--- config.mk ---
export PLATFORM = sky130hd
export DESIGN_NAME = debounce_autorepeat_keys_unit
export DESIGN_NICKNAME = d
export VERILOG_FILES = /design/src/hdl/dak_pkg.sv /design/src/hdl/debounce_autorepeat_keys_unit.sv
export SDC_FILE = /design/constraint.sdc
export NUM_CORES = 1
export LEC_CHECK = 0
export ABC_AREA = 1
export BUFFER_PORTS_ARGS = -buffer_cell sky130_fd_sc_hd__clkbuf_2
export CAP_MARGIN = 20
export CORE_MARGIN = 3
export CORE_UTILIZATION = 57
export CTS_BUF_LIST = sky130_fd_sc_hd__clkbuf_4
export DETAILED_ROUTE_END_ITERATION = 6
export PLACE_DENSITY_LB_ADDON = 0.2
export REMOVE_ABC_BUFFERS = 1
export SLEW_MARGIN = 40
export SYNTH_ARGS = -nofsm -noshare
export SYNTH_HDL_FRONTEND = slang
export SYNTH_SLANG_ARGS = --single-unit
--- constraint.sdc ---
create_clock -name clk -period 1.8 [get_ports clk]
set_input_delay 0 -clock clk [delete_from_list [all_inputs] [get_ports clk]]
set_output_delay 0 -clock clk [all_outputs]
set_load 0.02 [all_outputs]
--- src/hdl/dak_pkg.sv ---
`timescale 1ns / 1ps
`default_nettype none

package dak_pkg;

	localparam int NUM_KEYS    = 3;
	localparam int COUNT_WIDTH = 16;

	// register file
	localparam int CFG_IDX_W  = 8;
	localparam int CFG_DATA_W = 16;

	localparam logic [CFG_IDX_W-1:0] REG_LONG_PRESS = CFG_IDX_W'(0);
	localparam logic [CFG_IDX_W-1:0] REG_REPEAT     = CFG_IDX_W'(1);

	localparam logic [CFG_DATA_W-1:0] LONG_PRESS_RESET = CFG_DATA_W'(300);
	localparam logic [CFG_DATA_W-1:0] REPEAT_RESET     = CFG_DATA_W'(100);

	// stream words, padded to whole bytes
	localparam int S_DATA_W = ((2 * NUM_KEYS + 7) / 8) * 8;
	localparam int M_DATA_W = ((3 * NUM_KEYS + 7) / 8) * 8;

	typedef logic [NUM_KEYS-1:0]    key_vec_t;
	typedef logic [COUNT_WIDTH-1:0] count_t;

endpackage

`default_nettype wire

--- src/hdl/debounce_autorepeat_keys_unit.sv ---
`timescale 1ns / 1ps
`default_nettype none

// Channel   | Dir | Handshake             | Payload
// ----------+-----+-----------------------+-----------------------------------------
// s_*       | in  | s_tvalid / s_tready   | s_tdata: raw_levels, ack_mask
// m_*       | out | m_tvalid / m_tready   | m_tdata: press_events, taken, pending_after
// cfg_*     | in  | cfg_valid / cfg_ready | cfg_index, cfg_data (0 long press, 1 repeat)
//
// One word per clock sustained while m_tready stays high. A word waits in the input register,
// then the per-key debounce/countdown logic updates key state and loads the result register.
// m_tvalid rises when the word moves from the input register into the result register.
// arst_n clears key state, counters (to the long-press reset load) and both valid flags.
// While the result waits on m_tready, one more word is still taken into the input
// register; s_tready drops only when both stages are full. cfg_ready is always high.

module debounce_autorepeat_keys_unit (
	input  wire                                   clk,
	input  wire                                   arst_n,
	// [2:0] raw_levels, [5:3] ack_mask, rest zero
	input  wire  [dak_pkg::S_DATA_W-1:0]          s_tdata,
	input  wire                                   s_tvalid,
	output logic                                  s_tready,
	// [2:0] press_events, [5:3] taken, [8:6] pending_after, rest zero
	output logic [dak_pkg::M_DATA_W-1:0]          m_tdata,
	output logic                                  m_tvalid,
	input  wire                                   m_tready,
	input  wire                                   cfg_valid,
	output logic                                  cfg_ready,
	input  wire  [dak_pkg::CFG_IDX_W-1:0]         cfg_index,
	input  wire  [dak_pkg::CFG_DATA_W-1:0]        cfg_data
);
	import dak_pkg::*;

	// config registers
	logic [CFG_DATA_W-1:0] long_press_q;
	logic [CFG_DATA_W-1:0] repeat_q;

	// input stage
	logic     valid_s1;
	key_vec_t raw_s1;
	key_vec_t ack_s1;

	// per-key state; hist holds the two newest samples, [1] newest
	logic [1:0] hist_q [NUM_KEYS];
	key_vec_t   acc_q;
	key_vec_t   held_q;
	key_vec_t   pend_q;
	count_t     cnt_q  [NUM_KEYS];

	// next state
	logic [1:0] hist_d [NUM_KEYS];
	key_vec_t   acc_d;
	key_vec_t   held_d;
	key_vec_t   pend_d;
	count_t     cnt_d  [NUM_KEYS];
	key_vec_t   ev_d;
	key_vec_t   taken_d;
	key_vec_t   left_d;

	logic out_free;
	logic advance;

	assign cfg_ready = 1'b1;
	assign out_free  = !m_tvalid || m_tready;
	assign advance   = valid_s1 && out_free;
	assign s_tready  = !valid_s1 || advance;

	always_ff @(posedge clk or negedge arst_n) begin
		if (!arst_n) begin
			long_press_q <= LONG_PRESS_RESET;
			repeat_q     <= REPEAT_RESET;
		end else if (cfg_valid && cfg_ready) begin
			unique case (cfg_index)
				REG_LONG_PRESS: long_press_q <= cfg_data;
				REG_REPEAT:     repeat_q     <= cfg_data;
				default:        ;
			endcase
		end
	end

	always_ff @(posedge clk or negedge arst_n) begin
		if (!arst_n) begin
			valid_s1 <= 1'b0;
		end else if (s_tready) begin
			valid_s1 <= s_tvalid;
		end
	end

	always_ff @(posedge clk) begin
		if (s_tvalid && s_tready) begin
			raw_s1 <= s_tdata[NUM_KEYS-1:0];
			ack_s1 <= s_tdata[2*NUM_KEYS-1:NUM_KEYS];
		end
	end

	// per-key tick; keys are independent
	always_comb begin
		count_t dec;
		logic   lvl;
		logic   stable;
		dec    = '0;
		lvl    = 1'b0;
		stable = 1'b0;
		acc_d  = acc_q;
		held_d = held_q;
		pend_d = pend_q;
		ev_d   = '0;
		for (int k = 0; k < NUM_KEYS; k++) begin
			lvl       = raw_s1[k];
			hist_d[k] = {lvl, hist_q[k][1]};
			cnt_d[k]  = cnt_q[k];
			stable    = (hist_q[k][1] == lvl) && (hist_q[k][0] == lvl);
			dec       = (cnt_q[k] != '0) ? cnt_q[k] - 1'b1 : '0;
			if (stable) begin
				if (acc_q[k] != lvl) begin
					acc_d[k] = lvl;
					if (lvl) begin
						pend_d[k] = 1'b1;
						ev_d[k]   = 1'b1;
						held_d[k] = 1'b1;
						// first press waits the long delay, repeats the short one
						cnt_d[k]  = held_q[k] ? COUNT_WIDTH'(repeat_q)
						                      : COUNT_WIDTH'(long_press_q);
					end
				end else begin
					if (!lvl) begin
						held_d[k] = 1'b0;
					end
					cnt_d[k] = dec;
					// expired countdown drops the level so the next pressed tick repeats
					if (dec == '0) begin
						acc_d[k] = 1'b0;
					end
				end
			end
		end
		// acknowledge sees this tick's events
		taken_d = pend_d & ack_s1;
		left_d  = pend_d & ~ack_s1;
	end

	always_ff @(posedge clk or negedge arst_n) begin
		if (!arst_n) begin
			for (int k = 0; k < NUM_KEYS; k++) begin
				hist_q[k] <= '0;
				cnt_q[k]  <= COUNT_WIDTH'(LONG_PRESS_RESET);
			end
			acc_q    <= '0;
			held_q   <= '0;
			pend_q   <= '0;
			m_tvalid <= 1'b0;
		end else begin
			if (advance) begin
				for (int k = 0; k < NUM_KEYS; k++) begin
					hist_q[k] <= hist_d[k];
					cnt_q[k]  <= cnt_d[k];
				end
				acc_q  <= acc_d;
				held_q <= held_d;
				pend_q <= left_d;
			end
			if (out_free) begin
				m_tvalid <= valid_s1;
			end
		end
	end

	always_ff @(posedge clk) begin
		if (advance) begin
			m_tdata <= M_DATA_W'({left_d, taken_d, ev_d});
		end
	end

	// a key accepted as pressed always carries its held mark
	a_acc_held: assert property (@(posedge clk) disable iff (!arst_n)
		(acc_q & ~held_q) == '0)
		else $error("accepted level without held mark");

	// a flag is either handed back or kept, never both
	a_take_xor_keep: assert property (@(posedge clk) disable iff (!arst_n)
		m_tvalid |-> (m_tdata[2*NUM_KEYS-1:NUM_KEYS] & m_tdata[3*NUM_KEYS-1:2*NUM_KEYS]) == '0)
		else $error("pending flag both taken and kept");

	// every event shows up as pending or taken in the same word
	a_event_pending: assert property (@(posedge clk) disable iff (!arst_n)
		m_tvalid |-> (m_tdata[NUM_KEYS-1:0] & ~(m_tdata[2*NUM_KEYS-1:NUM_KEYS]
			| m_tdata[3*NUM_KEYS-1:2*NUM_KEYS])) == '0)
		else $error("event lost its pending flag");

	// a stalled input word is not dropped
	a_s1_hold: assert property (@(posedge clk) disable iff (!arst_n)
		(valid_s1 && !advance) |=> valid_s1 && $stable(raw_s1) && $stable(ack_s1))
		else $error("input stage lost a word");

	// pending state only moves when a word is processed
	a_pend_still: assert property (@(posedge clk) disable iff (!arst_n)
		!advance |=> $stable(pend_q))
		else $error("pending flags changed without a word");

endmodule

`default_nettype wire
Word level (Yosys, flattened, before mapping) --
Index checks and enable logic that the tools add are counted.
Storage, ports and cells: output and inout port bits 19, input port bits 37, bits in registers 112, word-level logic and storage cells 117
Operators by class: $add $sub $neg 3, reduce and logical (&&, ||, !) cells 33, equality and inequality tests 16, bitwise logic cells 3, muxes and demuxes 39
Operators by type and width (number):
- 16-bit two-way mux | 12
- 16-bit logical NOT | 3
- 16-bit nonzero test | 3
- 16-bit by 1-bit subtractor with 16-bit output, second input constant | 3
- 1-bit two-way mux | 27
- 3-bit AND reduction | 6
- 4-bit AND reduction | 3
- 2-bit AND reduction | 5
- 8-bit by 1-bit equality test with 1-bit output, second input constant | 1
- 8-bit logical NOT | 1
- 3-bit AND | 2
- 1-bit equality test | 6
- 2-bit by 1-bit != test with 1-bit output, second input constant | 3
- 2-bit != test, second input constant | 3
- 2-bit nonzero test | 3
- 1-bit logical AND | 5
- 1-bit != test | 3
- 3-bit inverter | 1
- 1-bit logical NOT | 2
- 1-bit logical OR | 2

Logic depth before layout (Yosys ltp) --
word-level depth 5, mapped depth 15, gate-level depth less buffers 15

Worst setup path after synthesis --
OpenSTA, ideal clock, no wires.
kind reg2reg, start point reg cnt_q[32] (netlist bit), end point reg acc_q[0], arrival time 1.612 ns, data required time 1.683 ns, library setup time 0.117 ns, setup slack 0.071 ns, period minus slack after synthesis 1.729 ns, buffers on the path 1, cell stages (with the launch flop) 13, path through dfrtp_1 -> inv_1 -> ha_1 -> nand2_1 -> nor2_2 -> nand2_4 -> buf_6 -> o21ai_0 -> nand3_1 -> nor2_1 -> nand2_1 -> nand3_1 -> nand2_1
Between the ends: cells in the longest elaborated chain, start to end 5, elaborated cells on any way between the ends 6, classes of those cells add/sub (1); mux (1); reduce/logical (4)
Ends and longest elaborated chain:
- start, declared | RTL line debounce_autorepeat_keys_unit.sv:49 | count_t cnt_q [NUM_KEYS];
- start signal, assigned by index | RTL line debounce_autorepeat_keys_unit.sv:147 | cnt_q[k] <= COUNT_WIDTH'(LONG_PRESS_RESET);
- start signal, assigned by index | RTL line debounce_autorepeat_keys_unit.sv:157 | cnt_q[k] <= cnt_d[k];
- 16-bit by 1-bit subtractor with 16-bit output or 16-bit nonzero test (tied branches) | RTL line debounce_autorepeat_keys_unit.sv:114 | dec = (cnt_q[k] != '0) ? cnt_q[k] - 1'b1 : '0;
- 16-bit two-way mux (*) | RTL line debounce_autorepeat_keys_unit.sv:114
- 16-bit logical NOT (*) | RTL line debounce_autorepeat_keys_unit.sv:132 | if (dec == '0) begin
- 2-bit nonzero test (no line) (*)
- 3-bit AND reduction (no line) (*)
- end signal, assigned | RTL line debounce_autorepeat_keys_unit.sv:149 | acc_q <= '0;
- end signal, assigned | RTL line debounce_autorepeat_keys_unit.sv:159 | acc_q <= acc_d;
- end, declared | RTL line debounce_autorepeat_keys_unit.sv:46 | key_vec_t acc_q;
Every way passes the cells marked *; elsewhere a longest branch is shown, timed or not. A chain may end at the register's enable or synchronous reset.

Final worst setup path --
start point reg cnt_q[36] (netlist bit), end point reg acc_q[0]
The elaborated chain is that of the path after synthesis.

==> run_results.csv <==
group,metric,value,unit
clock_network,worstSkewPairLatency,530,ps
power_and_ir_drop,power.switching,5.949,mW
clock_network,clk_pin_slew,220,ps
critical_path,r2r_slack,-30,ps
clock_network,ctsLongestPathBuffers,2,
floorplan,die_x,116.6,um
power_and_ir_drop,pwr-share-clk,0.112,
sta,slew_headroom,0.6552,
routing,drt_iter0_drc,623,
routing,routed_wl,19590,um
routing,wire_per_inst,15.64,um
synth,synth-async-reset-ratio,0.8661,
clock_network,cts-buffers-inserted,9,
global_routing,grt_pass1_vias,6251,
cells_and_area,drive_above_1_share,0.2263,
place,hpwl,13090,um
critical_path,cp-end-kind,"flop",
synth,synthAdderAreaFrac,0.01615,
synth,yosysWarnings,0,
power_and_ir_drop,p_leak,4.087,nW
cells_and_area,layout_common_cells,"253 x nand2_1, 102 x inv_1, 96 x o21ai_0",
clock_network,cts_tree,"built",
synth,synth_top_area_cell,"dfrtp_1",
power_and_ir_drop,p_int,6.170,mW
critical_path,worstPathArrival,2310,ps
synth,syn_area,6972,sq um
place,place_congestion,0.9933,
sta,fin_skew,34.24,ps
routing,dr.pass1.iters,5,
cells_and_area,diodes,0,
synth,synthFlopType,"dfrtp_1",
clock_network,cts.sinks,112,
global_routing,grt_pass1_wl,31150,um
synth,synth-simple-area-share,0.3116,
min_path,min_path_type,"in -> reg",
power_and_ir_drop,p_sw_frac,0.4909,
routing,drc,0,
synth,muxShareOfSynthArea,0,
synth,ys_top_cells_by_area,"dfrtp_1 28%, nand2_1 14%, o21ai_0 7.4%",
sta,slew_violations,0,
cells_and_area,layout.nets,1150,
synth,syn_area_per_cell,7.092,sq um
sta,timing.setup.tns,-38.61,ps
floorplan,rows,39,
run,cap_violations,0,
synth,syn_inst,983,
outcome,violations,"negative setup slack",
routing,via_count,6951,
synth,synth_cell_types,33,
power_and_ir_drop,p_seq_frac,0.350,
sta,min_period,1831,ps
global_routing,grt_use_total,0.2905,
sta,rsz0062_at_grt,"true",
power_and_ir_drop,ir_worst_vdd,0.9175,mV
sta,hold_viol_final,0,
cells_and_area,final_common_cell,"nand2_1",
routing,viasPerCell,5.552,
synth,synth_top_area_share,0.2800,
critical_path,worstPathMaxFanout,8,
synth,yosys.area_share.xor_xnor,0.005025,
floorplan,die_area,13590,sq um
place,io_buffers,45,
synth,yosysSeqAreaShare,0.4162,
global_routing,antenna_found_initial,0,
power_and_ir_drop,power,12.12,mW
place,place_area,7540,sq um
floorplan,ios,56,
sta,finalWorstSetupSlack,-30.96,ps
clock_network,root_buffer,"clkbuf_4",
critical_path,path_class,"reg -> reg",
floorplan,fp.dieH,116.6,um
global_routing,grt_start_max_net_pins,44,
critical_path,required,2280,ps
synth,synth_compound_area_frac,0.1527,
cells_and_area,syn2layout_area_growth,22.31,%
sta,fmax,546.2,MHz
sta,report.final.setup_viol,2,
floorplan,start_util,0.5978,
power_and_ir_drop,pwr-share-comb,0.538,
routing,ant_nets,0,
sta,fin_crit_sh,1.017,
clock_network,htreeDepth,3,
power_and_ir_drop,power_density,1421,nW/um^2
synth,synth_edf_count,15,
sta,tightest_slew,511.7,ps
global_routing,globalRouteOverflowTotal,0,
synth,synth_top_family_by_area,"simple AND/OR/NAND/NOR gates",
critical_path,start_kind,"flop",
cells_and_area,final_cell_area,8527,sq um
outcome,status,"finished with violations",
synth,ys_ff_latch,112,
sta,holdWs,35.15,ps
floorplan,coreArea,11660,sq um
metrics by stage:
stage	cells	util	setup slack, ps
3_5_place_dp	1179	0.6465	-5.691
4_1_cts	1228	0.6897	4.607
2_1_floorplan	946	-	-274.4
3_3_place_gp	1179	0.6465	23.50
6_report	1252	0.7311	-30.96
5_1_grt	1252	0.7311	-284.2
registers in the layout, summed over array words and instances (netlist names):
signal / flops
hist_d: 3
cnt_q: 48
held_q: 3
ack_s1: 3
m_tdata: 9
hist_q: 3
raw_s1: 3
pend_q: 3
m_tvalid: 1
acc_q: 3
repeat_q: 16
long_press_q: 16
valid_s1: 1
kinds of logic after synthesis:
logic type,Yosys count
xor+xnor,4
fa+ha+maj,9
other cells,2
buf+inv,164
simple gates,497
compound gates,195
flops,112
path summary, 6_finish.rpt:
check | from | to | depth (start not counted)
max | cnt_q[36]$_DFFE_PN0P_ | acc_q[0]$_DFFE_PN0P_ | 13
min | cfg_valid | long_press_q[6]$_DFFE_PN0P_ | 5
max reg2reg | cnt_q[36]$_DFFE_PN0P_ | acc_q[0]$_DFFE_PN0P_ | 13
min reg2reg | long_press_q[4]$_DFFE_PN0P_ | long_press_q[4]$_DFFE_PN0P_ | 2
max in group asynchronous | arst_n | cnt_q[8]$_DFFE_PN1P_ | 3
min in group asynchronous | arst_n | cnt_q[34]$_DFFE_PN1P_ | 2
final cells by class:
type | instances | area (sq um)
inverters | 121 | 457.9
repair buffers | 143 | 1092
multi-input cells | 716 | 3736
clock inverters | 7 | 78.83
flip-flops and latches | 112 | 2908
clock buffers | 9 | 67.56
well taps | 143 | 178.9
repair inverters | 1 | 7.507
fillers | 901 | 3136
repair_timing:
action                                  CTS  global route
buffers inserted                          0            20
endpoints found under the setup margin    4            48
gates cloned                              0             4
hold buffers                             33             0
endpoints found under the hold margin   135             0
pin swaps                                 2            26
gates resized for setup                   4            89
power groups by stage:
| stage | combinational, mW | sequential, mW | clock [mW] |
|---|---|---|---|
| detailed placement | 5.65 | 4.12 | 0 |
| global placement | 5.55 | 4.11 | 0 |
| CTS | 5.76 | 4.08 | 1.36 |
| global route | 7.31 | 4.34 | 1.45 |
| finish | 6.53 | 4.24 | 1.35 |
| floorplan | 3.85 | 4.07 | 0 |
synthesized netlist by cell type, types with 7 or more instances:
master,n
a21oi_1,43
a31oi_1,12
buf_4,9
clkbuf_1,26
dfrtp_1,78
dfstp_2,19
edfxtp_1,15
ha_1,9
inv_1,114
nand2_1,259
nand2_2,7
nand3_1,77
nor2_1,112
nor2_2,11
nor2_4,10
nor4_1,7
o211ai_1,25
o21ai_0,103
critical path: stages (launching register included):
cell,delay (ps)
dfrtp_2,500
nor2_4,160
nand2_2,100
nor2_4,180
nand2_4,120
nand2_1,100
nand2_1,60
nor2_1,100
nand3_1,100
nor2_2,120
nand2_1,90
nand2_1,70
nand2_1,50
nand2_1,50
routing by layer:
| metal | GRT usage | vias to the layer above | routed length [um] |
|---|---|---|---|
| met4 | 0.08639 | 0 | 391 |
| met1 | 0.4081 | 3237 | 8569 |
| met2 | 0.4619 | 258 | 9407 |
| li1 | - | 3426 | - |
| met3 | 0.05337 | 30 | 1218 |
| met5 | 0 | - | 0 |
Power figures use the tool's default switching activity.
